### src/hdl/ipv4p_pkg.sv
// ----------------------------------------------------------------------------
// IPv4 dotted-quad parser package
// Shared constants, types and helper functions for the parser modules.
// ----------------------------------------------------------------------------
package ipv4p_pkg;

  // Width of the internal character counter; the count saturates at its top.
  localparam int LengthBits = 16;
  // Width of the length field in a result.
  localparam int OutLenBits = 16;

  // Character codes that the parser recognises.
  localparam logic [7:0] CharZero   = 8'h30;
  localparam logic [7:0] CharNine   = 8'h39;
  localparam logic [7:0] CharDot    = 8'h2E;
  localparam logic [7:0] CharLBrack = 8'h5B;
  localparam logic [7:0] CharRBrack = 8'h5D;

  // Index of the last of the four numbers.
  localparam logic [1:0] LastOctet = 2'd3;

  // Parser phase.
  typedef enum logic [1:0] {
    PH_FIRST,
    PH_DIGIT,
    PH_NUMBER,
    PH_DONE
  } phase_t;

  // One input item held in the input register.
  typedef struct packed {
    logic [7:0] ch;
    logic       start_req;
  } item_t;

  // One result item.
  typedef struct packed {
    logic                  ok;
    logic [31:0]           address;
    logic [OutLenBits-1:0] length;
  } result_t;

  // Counter increment that sticks at the all-ones value.
  function automatic logic [LengthBits-1:0] count_up(input logic [LengthBits-1:0] c);
    logic [LengthBits-1:0] r;
    r = c;
    if (c != {LengthBits{1'b1}}) begin
      r = c + LengthBits'(1);
    end
    return r;
  endfunction

  // Clip the internal count to the width of the length field.
  function automatic logic [OutLenBits-1:0] clip_length(input logic [LengthBits-1:0] c);
    logic [32:0] wide;
    logic [OutLenBits-1:0] r;
    wide = 33'(c);
    if (wide > 33'({OutLenBits{1'b1}})) begin
      r = {OutLenBits{1'b1}};
    end else begin
      r = wide[OutLenBits-1:0];
    end
    return r;
  endfunction

endpackage

### src/hdl/ipv4_dotted_quad_parser_unit.sv
// ----------------------------------------------------------------------------
// IPv4 dotted-quad parser
// Parses one character per transfer into a 32-bit address and its length.
//
//   Channel   Direction  Contents
//   s_*       in         tdata: ch [7:0]; tuser: start_req [0]
//   m_*       out        tdata: address [31:0], length [47:32]; tuser: ok [0]
//   cfg_*     in         cfg_data: bracket_mode [0]
//
// One character is accepted per cycle unless a stalled result holds it up;
// each passes through an input register and a result register.
// The parse itself is a single combinational update between them.
// A stalled result holds the parse stage; an empty input register still
// takes one more character. Synchronous reset empties both registers and
// puts the parser in the state expecting the first character.
// ----------------------------------------------------------------------------
module ipv4_dotted_quad_parser_unit import ipv4p_pkg::*; (
  input  logic        clk,
  input  logic        rst,
  input  logic        s_tvalid,
  output logic        s_tready,
  input  logic [7:0]  s_tdata,   // [7:0] ch
  input  logic        s_tuser,   // [0] start_req
  output logic        m_tvalid,
  input  logic        m_tready,
  output logic [47:0] m_tdata,   // [31:0] address, [47:32] length
  output logic        m_tuser,   // [0] ok
  input  logic        cfg_valid,
  output logic        cfg_ready,
  input  logic        cfg_data
);

  logic    bracket_mode;
  logic    advance;
  logic    held_valid;
  item_t   in_item;
  item_t   held_item;
  logic    step;
  logic    emit;
  result_t res;

  // Configuration register; always writable.
  assign cfg_ready = 1'b1;

  always_ff @(posedge clk) begin
    if (rst) begin
      bracket_mode <= 1'b0;
    end else if (cfg_valid && cfg_ready) begin
      bracket_mode <= cfg_data;
    end
  end

  assign in_item.ch        = s_tdata;
  assign in_item.start_req = s_tuser;
  assign step              = held_valid && advance;

  ipv4p_in_reg u_in_reg (
    .clk        (clk),
    .rst        (rst),
    .s_tvalid   (s_tvalid),
    .s_tready   (s_tready),
    .in_item    (in_item),
    .take       (advance),
    .held_valid (held_valid),
    .held_item  (held_item)
  );

  ipv4p_core u_core (
    .clk          (clk),
    .rst          (rst),
    .bracket_mode (bracket_mode),
    .step         (step),
    .item         (held_item),
    .emit         (emit),
    .res          (res)
  );

  ipv4p_out_reg u_out_reg (
    .clk      (clk),
    .rst      (rst),
    .load     (emit),
    .res      (res),
    .advance  (advance),
    .m_tvalid (m_tvalid),
    .m_tready (m_tready),
    .m_tdata  (m_tdata),
    .m_tuser  (m_tuser)
  );

endmodule

### src/hdl/ipv4p_in_reg.sv
// ----------------------------------------------------------------------------
// IPv4 parser input register
// Holds one received character until the parse stage consumes it.
// ----------------------------------------------------------------------------
module ipv4p_in_reg import ipv4p_pkg::*; (
  input  logic  clk,
  input  logic  rst,
  input  logic  s_tvalid,
  output logic  s_tready,
  input  item_t in_item,
  input  logic  take,      // parse stage consumes the held item this cycle
  output logic  held_valid,
  output item_t held_item
);

  // The register may load when it is empty or is being emptied.
  assign s_tready = !held_valid || take;

  // Valid flag of the held item.
  always_ff @(posedge clk) begin
    if (rst) begin
      held_valid <= 1'b0;
    end else if (s_tready) begin
      held_valid <= s_tvalid;
    end
  end

  // Payload of the held item.
  always_ff @(posedge clk) begin
    if (s_tvalid && s_tready) begin
      held_item <= in_item;
    end
  end

endmodule

### src/hdl/ipv4p_core.sv
// ----------------------------------------------------------------------------
// IPv4 parser core
// Parser state and the update for one character.
// ----------------------------------------------------------------------------
module ipv4p_core import ipv4p_pkg::*; (
  input  logic    clk,
  input  logic    rst,
  input  logic    bracket_mode,
  input  logic    step,      // a character is processed this cycle
  input  item_t   item,
  output logic    emit,      // the character finishes a string
  output result_t res
);

  phase_t                phase, phase_next;
  logic [1:0]            octet_index, octet_index_next;
  logic [7:0]            accumulator, accumulator_next;
  logic [31:0]           address_so_far, address_so_far_next;
  logic [LengthBits-1:0] consumed_count, consumed_count_next;
  logic                  mode_latched, mode_latched_next;

  phase_t                eff_phase;
  logic                  is_first;
  logic                  is_digit;
  logic [7:0]            digit;
  logic [7:0]            acc_times_ten;
  logic [31:0]           address_shifted;

  // Character decode and the phase after an optional restart.
  assign eff_phase       = item.start_req ? PH_FIRST : phase;
  assign is_first        = (eff_phase == PH_FIRST);
  assign is_digit        = (item.ch >= CharZero) && (item.ch <= CharNine);
  assign digit           = item.ch - CharZero;
  assign acc_times_ten   = {accumulator[4:0], 3'b000} + {accumulator[6:0], 1'b0};
  assign address_shifted = {address_so_far[23:0], accumulator};

  // Next phase.
  always_comb begin
    phase_next = phase;
    if (step) begin
      unique case (eff_phase)
        PH_FIRST: begin
          if (bracket_mode) begin
            phase_next = (item.ch == CharLBrack) ? PH_DIGIT : PH_DONE;
          end else begin
            phase_next = is_digit ? PH_NUMBER : PH_DONE;
          end
        end
        PH_DIGIT: begin
          phase_next = is_digit ? PH_NUMBER : PH_DONE;
        end
        PH_NUMBER: begin
          if (is_digit) begin
            phase_next = PH_NUMBER;
          end else if (octet_index != LastOctet && item.ch == CharDot) begin
            phase_next = PH_DIGIT;
          end else begin
            phase_next = PH_DONE;
          end
        end
        PH_DONE: begin
          phase_next = PH_DONE;
        end
        default: begin
          phase_next = PH_DONE;
        end
      endcase
    end
  end

  // Datapath updates and the result of a finished string.
  always_comb begin
    octet_index_next    = octet_index;
    accumulator_next    = accumulator;
    address_so_far_next = address_so_far;
    consumed_count_next = consumed_count;
    mode_latched_next   = mode_latched;
    emit                = 1'b0;
    res                 = '0;
    if (step && eff_phase != PH_DONE) begin
      // A new string starts from cleared state with the current mode.
      if (is_first) begin
        mode_latched_next   = bracket_mode;
        octet_index_next    = '0;
        accumulator_next    = '0;
        address_so_far_next = '0;
        consumed_count_next = '0;
      end
      priority if (is_first && bracket_mode) begin
        // Opening bracket is required.
        if (item.ch != CharLBrack) begin
          emit = 1'b1;
        end else begin
          consumed_count_next = count_up('0);
        end
      end else if (is_first || eff_phase == PH_DIGIT) begin
        // Each number needs a leading digit.
        if (!is_digit) begin
          emit = 1'b1;
        end else begin
          accumulator_next    = digit;
          consumed_count_next = count_up(is_first ? '0 : consumed_count);
        end
      end else if (is_digit) begin
        // Further digits accumulate modulo 256.
        accumulator_next    = acc_times_ten + digit;
        consumed_count_next = count_up(consumed_count);
      end else begin
        // A non-digit closes the current number.
        address_so_far_next = address_shifted;
        if (octet_index != LastOctet) begin
          if (item.ch != CharDot) begin
            emit = 1'b1;
          end else begin
            consumed_count_next = count_up(consumed_count);
            octet_index_next    = octet_index + 2'd1;
            accumulator_next    = '0;
          end
        end else if (mode_latched) begin
          emit = 1'b1;
          if (item.ch == CharRBrack) begin
            consumed_count_next = count_up(consumed_count);
            res.ok      = 1'b1;
            res.address = address_shifted;
            res.length  = clip_length(count_up(consumed_count));
          end
        end else begin
          emit        = 1'b1;
          res.ok      = 1'b1;
          res.address = address_shifted;
          res.length  = clip_length(consumed_count);
        end
      end
    end
  end

  // State registers.
  always_ff @(posedge clk) begin
    if (rst) begin
      phase          <= PH_FIRST;
      octet_index    <= '0;
      accumulator    <= '0;
      address_so_far <= '0;
      consumed_count <= '0;
      mode_latched   <= 1'b0;
    end else begin
      phase          <= phase_next;
      octet_index    <= octet_index_next;
      accumulator    <= accumulator_next;
      address_so_far <= address_so_far_next;
      consumed_count <= consumed_count_next;
      mode_latched   <= mode_latched_next;
    end
  end

endmodule

### src/hdl/ipv4p_out_reg.sv
// ----------------------------------------------------------------------------
// IPv4 parser result register
// Holds one result until the downstream side takes it.
// ----------------------------------------------------------------------------
module ipv4p_out_reg import ipv4p_pkg::*; (
  input  logic         clk,
  input  logic         rst,
  input  logic         load,
  input  result_t      res,
  output logic         advance,  // register can take a new result this cycle
  output logic         m_tvalid,
  input  logic         m_tready,
  output logic [47:0]  m_tdata,  // [31:0] address, [47:32] length
  output logic         m_tuser   // [0] ok
);

  result_t held;

  assign advance = !m_tvalid || m_tready;

  // Valid flag of the held result.
  always_ff @(posedge clk) begin
    if (rst) begin
      m_tvalid <= 1'b0;
    end else if (advance) begin
      m_tvalid <= load;
    end
  end

  // Payload of the held result.
  always_ff @(posedge clk) begin
    if (load && advance) begin
      held <= res;
    end
  end

  assign m_tdata = {held.length, held.address};
  assign m_tuser = held.ok;

endmodule

### config.mk
export PLATFORM = sky130hd
export DESIGN_NAME = ipv4_dotted_quad_parser_unit
export DESIGN_NICKNAME = d
export VERILOG_FILES = /design/src/hdl/ipv4p_pkg.sv /design/src/hdl/ipv4_dotted_quad_parser_unit.sv /design/src/hdl/ipv4p_in_reg.sv /design/src/hdl/ipv4p_core.sv /design/src/hdl/ipv4p_out_reg.sv
export SDC_FILE = /design/constraint.sdc
export NUM_CORES = 1
export LEC_CHECK = 0
export BUFFER_PORTS_ARGS = -buffer_cell sky130_fd_sc_hd__clkbuf_2
export CORE_MARGIN = 1
export CORE_UTILIZATION = 55
export DETAILED_ROUTE_END_ITERATION = 16
export PLACE_DENSITY = 0.86
export SETUP_SLACK_MARGIN = 0.5
export SYNTH_ARGS = -nofsm -noshare
export SYNTH_HDL_FRONTEND = slang
export SYNTH_SLANG_ARGS = --single-unit
### constraint.sdc
create_clock -name clk -period 8.15 [get_ports clk]
set_input_delay 0.815 -clock clk [delete_from_list [all_inputs] [get_ports clk]]
set_output_delay 0.815 -clock clk [all_outputs]
set_load 0.01 [all_outputs]
# --- Word-level counts from Yosys, hierarchy flattened ---
# Cells that the tools add are included.
classes:
  n_bitwise: 1
  addsub: 6
  order_cmp: 2
  n_eq_ne: 12
  n_reduce_logical: 15
  n_mux: 46
ops:
  columns: ["cell", "n"]
  rows:
  - ["two-way mux 16 bit", 12]
  - ["two-way mux 32 bit", 4]
  - ["two-way mux 49 bit", 2]
  - ["two-way mux 8 bit", 7]
  - ["adder 16 x 1 -> 16 bit (second input constant)", 2]
  - ["inequality test 16 bit (second input constant)", 2]
  - ["two-way mux 2 bit", 11]
  - ["adder 8 bit", 2]
  - ["== test 8 x 7 -> 1 bit (second input constant)", 2]
  - ["two-way mux 1 bit", 9]
  - ["== test 8 x 6 -> 1 bit (second input constant)", 1]
  - ["greater-or-equal comparator 8 x 6 -> 1 bit (second input constant)", 1]
  - ["<= comparator 8 x 6 -> 1 bit (second input constant)", 1]
  - ["inequality test 8 x 6 -> 1 bit (second input constant)", 1]
  - ["inequality test 8 x 7 -> 1 bit (second input constant)", 1]
  - ["one-hot mux 2 bit (4 select lines)", 1]
  - ["subtractor 8 x 6 -> 8 bit (second input constant)", 1]
  - ["logical AND 1 bit", 7]
  - ["OR reduction 5 bit", 1]
  - ["== test 2 bit (second input constant)", 2]
  - ["inequality test 2 bit (second input constant)", 2]
  - ["logical OR 1 bit", 3]
  - ["adder 2 x 1 -> 2 bit (second input constant)", 1]
  - ["== test 2 x 1 -> 1 bit (second input constant)", 1]
  - ["4 further kinds", 5]
totals:
  input_bits: 15
  elab_cells: 96
  ff_bits: 122

# --- Logic depth before layout (Yosys ltp) ---
depth:
  depth_word: 9
  ltp_mapped: 11

# --- Modules after synthesis ---
# Synthesis repeated with hierarchy kept, for this count alone.
unflattened:
  hier_cells: 625
  hier_area_um2: 6099.6
modules_own_cells:
  columns: ["module", "seq_area_each_um2", "cells_each", "area_each_um2", "n_inst"]
  rows:
  - ["ipv4p_core", 1061.0, 551, 4196.5, 1]
  - ["ipv4p_out_reg", 1491.4, 54, 1526.5, 1]
  - ["ipv4p_in_reg", 290.3, 14, 325.3, 1]
  - ["ipv4_dotted_quad_parser_unit", 20.0, 6, 51.3, 1]

# --- Worst setup path before layout ---
# Ideal clock, no wire load.
synth_timing:
  path_kind: "input -> register"
  start: "in m_tready"
  end: "reg u_out_reg.held, in the netlist u_out_reg.m_tdata[0], enable pin"
  t_arrival_ns: 4.226
  setup_slack_ns: 3.451
  n_path_buf: 3
  cell_stages: 7
  required_ns: 7.676
  cell_sequence: "nand2b_1 clkbuf_2 and3_1 clkbuf_1 clkbuf_1 nand2_1 a21oi_1"
synth_via:
  elab_chain_len: 5
synth_lines:
  columns: ["element", "line", "text"]
  rows:
  - ["start: declaration", "ipv4_dotted_quad_parser_unit.sv:25", "input logic m_tready,"]
  - ["logical OR 1 bit *", "ipv4p_out_reg.sv:19", "assign advance = !m_tvalid || m_tready;"]
  - ["logical AND 1 bit", "ipv4_dotted_quad_parser_unit.sv:55", "assign step = held_valid && advance;"]
  - ["logical AND 1 bit", "ipv4p_core.sv:80", "if (step && eff_phase != PH_DONE) begin"]
  - ["two-way mux 1 bit", "ipv4p_core.sv:80", null]
  - ["logical AND 1 bit *", "ipv4p_out_reg.sv:32", "if (load && advance) begin"]
  - ["end signal: assignment", "ipv4p_out_reg.sv:33", "held <= res;"]
  - ["end: declaration", "ipv4p_out_reg.sv:17", "result_t held;"]
# Mark *: on every way between the ends. The rest lies on a longest branch, timed or not.
# A chain may end at the register's enable or synchronous reset.

# --- Worst setup path in the final report ---
layout_timing:
  start: "reg, netlist name u_in_reg.held_item[0]"
  end: "reg u_core.consumed_count[0]"
layout_via:
  elab_chain_len: 9
  elab_cells_between_ends: 20
  cone_classes: "add/sub (1); eq/ne (3); mux (12); reduce/logical (4)"
layout_lines:
  columns: ["element", "line", "text"]
  rows:
  - ["two-way mux 2 bit *", "ipv4p_core.sv:30", "assign eff_phase = item.start_req ? PH_FIRST : phase;"]
  - ["parallel branches: the longest is 8 deep, another holds adder 16 x 1 -> 16 bit", null, null]
  - ["end signal: assignment", "ipv4p_core.sv:151", "consumed_count <= consumed_count_next;"]
  - ["end: declaration", "ipv4p_core.sv:19", "logic [LengthBits-1:0] consumed_count, consumed_count_next;"]
# Mark *: on every way between the ends.

==> run_results.csv <==
group,metric,value,unit
cells_and_area,fin_cells,876,
global_routing,grt_pass1_wl,29450,microns
run,max_cap_violations,0,
yosys,netlist_area,0.006284,sq mm
clock_network,cts_setup_buffers,0,
yosys,ys_seq_area_frac,0.4556,
global_routing,use_met2,0.5301,
critical_path,cp_data_arrival_time,3680,ps
detailed_routing,routed_wl,18590,microns
power_and_ir_drop,p_leak,2.555,nW
sta,rsz0062_at_grt,"false",
clock_network,clockBufferDepth,2,
yosys,yosys.area.top_type,"edfxtp_1",
sta,hold_violations,0,
sta,slew_viol_final,0,
sta,worstMarginPinSlew,1176,ps
cells_and_area,finalInstanceArea,0.007258,sq mm
power_and_ir_drop,netSwitchingPower,381.5,uW
detailed_routing,routed_via_density,6.607,
cells_and_area,fin_nets,756,
floorplanning,dieWidth,108.9,microns
sta,setup_viol,0,
floorplanning,coreArea,0.01098,sq mm
critical_path,regToRegEndpoint,"u_core.consumed_count[0]",
global_routing,track_usage,0.3323,
clock_network,cts.sinks,114,
global_routing,grtUsageMet1,0.4375,
placement,portBuffers,65,
detailed_routing,drc_errors,0,
yosys,synth_top_area_share,0.2772,
sta,setup_ws,4793,ps
yosys,syn_nets,713,
placement,dpl-instance-area,0.006660,sq mm
yosys,synth-seq-cells,114,
critical_path,startpoint_type,"flip-flop",
floorplanning,io_pins,67,
floorplanning,rows,38,
min_path,hold_end,"u_core.address_so_far[23]",
clock_network,htree_num_levels,4,
power_and_ir_drop,power,1.491,mW
sta,fin_crit_sh,0.4119,
min_path,hp-start,"u_core.address_so_far[23]",
detailed_routing,wl_per_cell,21.22,microns
yosys,yosysWarnings,0,
placement,placedCellCount,844,
sta,setup_tns,0,ps
detailed_routing,vias,5788,
cells_and_area,layout-drive-gt1-share,0.1630,
yosys,synth_cell_types,73,
detailed_routing,drt_iter0_drc,764,
yosys,netlist_instances,680,
power_and_ir_drop,power_density,205.4,mW/mm^2
sta,fmax,297.9,MHz
clock_network,holdBufCountCts,0,
critical_path,reg2reg_slack,4790,ps
critical_path,r2r_cells,9,
clock_network,clk_pin_slew_worst_paths,60,ps
detailed_routing,detail-route-antenna-nets,0,
global_routing,grt_max_degree,51,
placement,gp_congestion,0.9648,
cells_and_area,synthToLayoutAreaGrowth,15.51,%
clock_network,cts_resized,0,
floorplanning,die_h,108.9,microns
run_status,status,"completed",
floorplanning,dieArea,0.01186,sq mm
power_and_ir_drop,p_sw_frac,0.2558,
power_and_ir_drop,seqPwrFrac,0.425,
yosys,synth_edf_count,58,
yosys,syn_avg_cell_area,9.240,sq um
power_and_ir_drop,intPower,1.110,mW
yosys,async_flop_share,0,
yosys,yosysMostFrequentCell,"nor2_1",
clock_network,cts_tree,"done",
clock_network,clk_latency,430,ps
placement,dp_slack,4767,ps
global_routing,gr-total-overflow,0,
power_and_ir_drop,combPwrFrac,0.065,
global_routing,grt_pass1_vias,5429,
power_and_ir_drop,vdd_ir_drop_max,130.2,uV
clock_network,cts_root_buf,"clkbuf_16",
global_routing,busiest_layer,"met2",
yosys,ys.flop_type,"edfxtp_1",
sta,slew_headroom,0.2106,
critical_path,cp_data_required_time,8470,ps
sta,post-route-min-period,3357,ps
sta,finalHoldWorstSlack,496.6,ps
global_routing,antenna_found_initial,0,
cells_and_area,utilization,0.6609,
yosys,synth_commonest_cells,"nor2_1 (70), edfxtp_1 (58), dfxtp_1 (56), a21oi_1 (46), nand2_1 (44)",
min_path,min_path_type,"flip-flop to flip-flop",
yosys,yosys-top-cells-area,"edfxtp_1 (28%), dfxtp_1 (18%), nor2_1 (4.2%)",
critical_path,cp_max_fo,18,
clock_network,cts_buffers,17,
power_and_ir_drop,power_frac_clock,0.511,
global_routing,use_met3,0.07830,
sta,fin_worst_skew,12.58,ps
detailed_routing,dr.pass1.iters,7,
floorplanning,initial_utilization,0.5721,
critical_path,critical_path_class,"flip-flop to flip-flop",
placement,hpwl,12280,microns
min_path,hold_path_depth,2,
critical_path,cp-end-kind,"flip-flop",
critical_path,r2r_start,"u_in_reg.held_item[0]",
cells_and_area,diodes,0,
[state kept, by name (all words and copies together), names as in the netlist]
signal	flops
bracket_mode	1
u_core.accumulator	8
u_core.address_so_far	24
u_core.consumed_count	16
u_core.mode_latched	1
u_core.octet_index	2
u_core.phase	2
u_in_reg.held_item	9
u_in_reg.held_valid	1
u_out_reg.m_tdata	48
u_out_reg.m_tuser	1
u_out_reg.m_tvalid	1
[worst max-delay path by stage]
stage	start	end	slack, ps	cells after the start
2_1_floorplan	m_tready	u_out_reg.m_tdata[0]	3450	7
3_3_place_gp	m_tready	u_out_reg.m_tdata[26]	4830	7
3_5_place_dp	m_tready	u_out_reg.m_tdata[15]	4770	7
4_1_cts	u_in_reg.held_item[0]	u_core.consumed_count[0]	4890	9
5_1_grt	u_in_reg.held_item[0]	u_core.consumed_count[0]	4610	9
6_report	u_in_reg.held_item[0]	u_core.consumed_count[0]	4790	9
[routing by layer]
| metal | vias to the layer above | wire length [microns] |
|---|---|---|
| met2 | 389 | 8758 |
| met4 | 0 | 544 |
| li1 | 2632 | - |
| met1 | 2712 | 7382 |
| met3 | 55 | 1900 |
| met5 | - | 0 |
[worst max-delay path, cell delays in order, from the launching register on]
cell,delay [ps]
edfxtp_1,430
o21ba_1,770
and2_1,270
ha_1,210
and3_1,190
nand3_1,100
o21ai_1,670
xnor2_1,210
o22ai_1,120
nor4_1,280
[cell type report]
class	count	area, sq um
multi-input combinational	495	3147
tap	140	175.2
clock inverter	15	172.7
inverter	20	75.07
fill	854	3725
sequential	114	2863
clock buffer	17	425.4
timing repair buffer	75	400.4
[cells in the final DEF (no fill, tap or decap), types with 5 or more instances in the layout]
master,Yosys,final
dfxtp_1,56,56
fa_1,5,5
or3_1,6,6
nor2_1,70,70
and2_1,36,36
edfxtp_1,58,58
o22ai_1,5,5
o31ai_1,6,6
xnor2_1,9,9
mux2i_1,6,6
o21ai_1,9,9
a311oi_1,5,5
inv_1,19,19
nand2b_1,8,8
nor4_1,11,11
a21oi_1,46,45
a32oi_1,7,7
nand3_1,21,21
xor2_1,5,5
buf_4,1,10
nand2_1,44,44
nand4_1,11,11
nor3_1,18,17
clkbuf_2,1,65
nor2b_1,8,8
o21ai_0,25,25
o211ai_1,5,5
ha_1,13,13
a211oi_1,18,18
clkbuf_16,0,17
and3_1,5,5
a22oi_1,32,32
[power groups by stage]
| stage | combinational (mW) | clock, mW | sequential, mW |
|---|---|---|---|
| 6_report | 0.0967 | 0.761 | 0.633 |
| 5_1_grt | 0.105 | 0.785 | 0.635 |
| 4_1_cts | 0.0949 | 0.760 | 0.633 |
| 3_5_place_dp | 0.0942 | 0 | 0.645 |
| 3_3_place_gp | 0.0918 | 0 | 0.644 |
| 2_1_floorplan | 0.0563 | 0 | 0.647 |
[kinds of logic after synthesis]
logic type,Yosys count,share of synthesized area
compound gates,196,0.2115
xor+xnor,14,0.01951
buf+inv,71,0.04620
mux,6,0.009558
fa+ha+maj,18,0.04182
flops,114,0.4556
simple gates,260,0.2153
other cells,1,0.0005968
(Power assumes the default switching activity.)
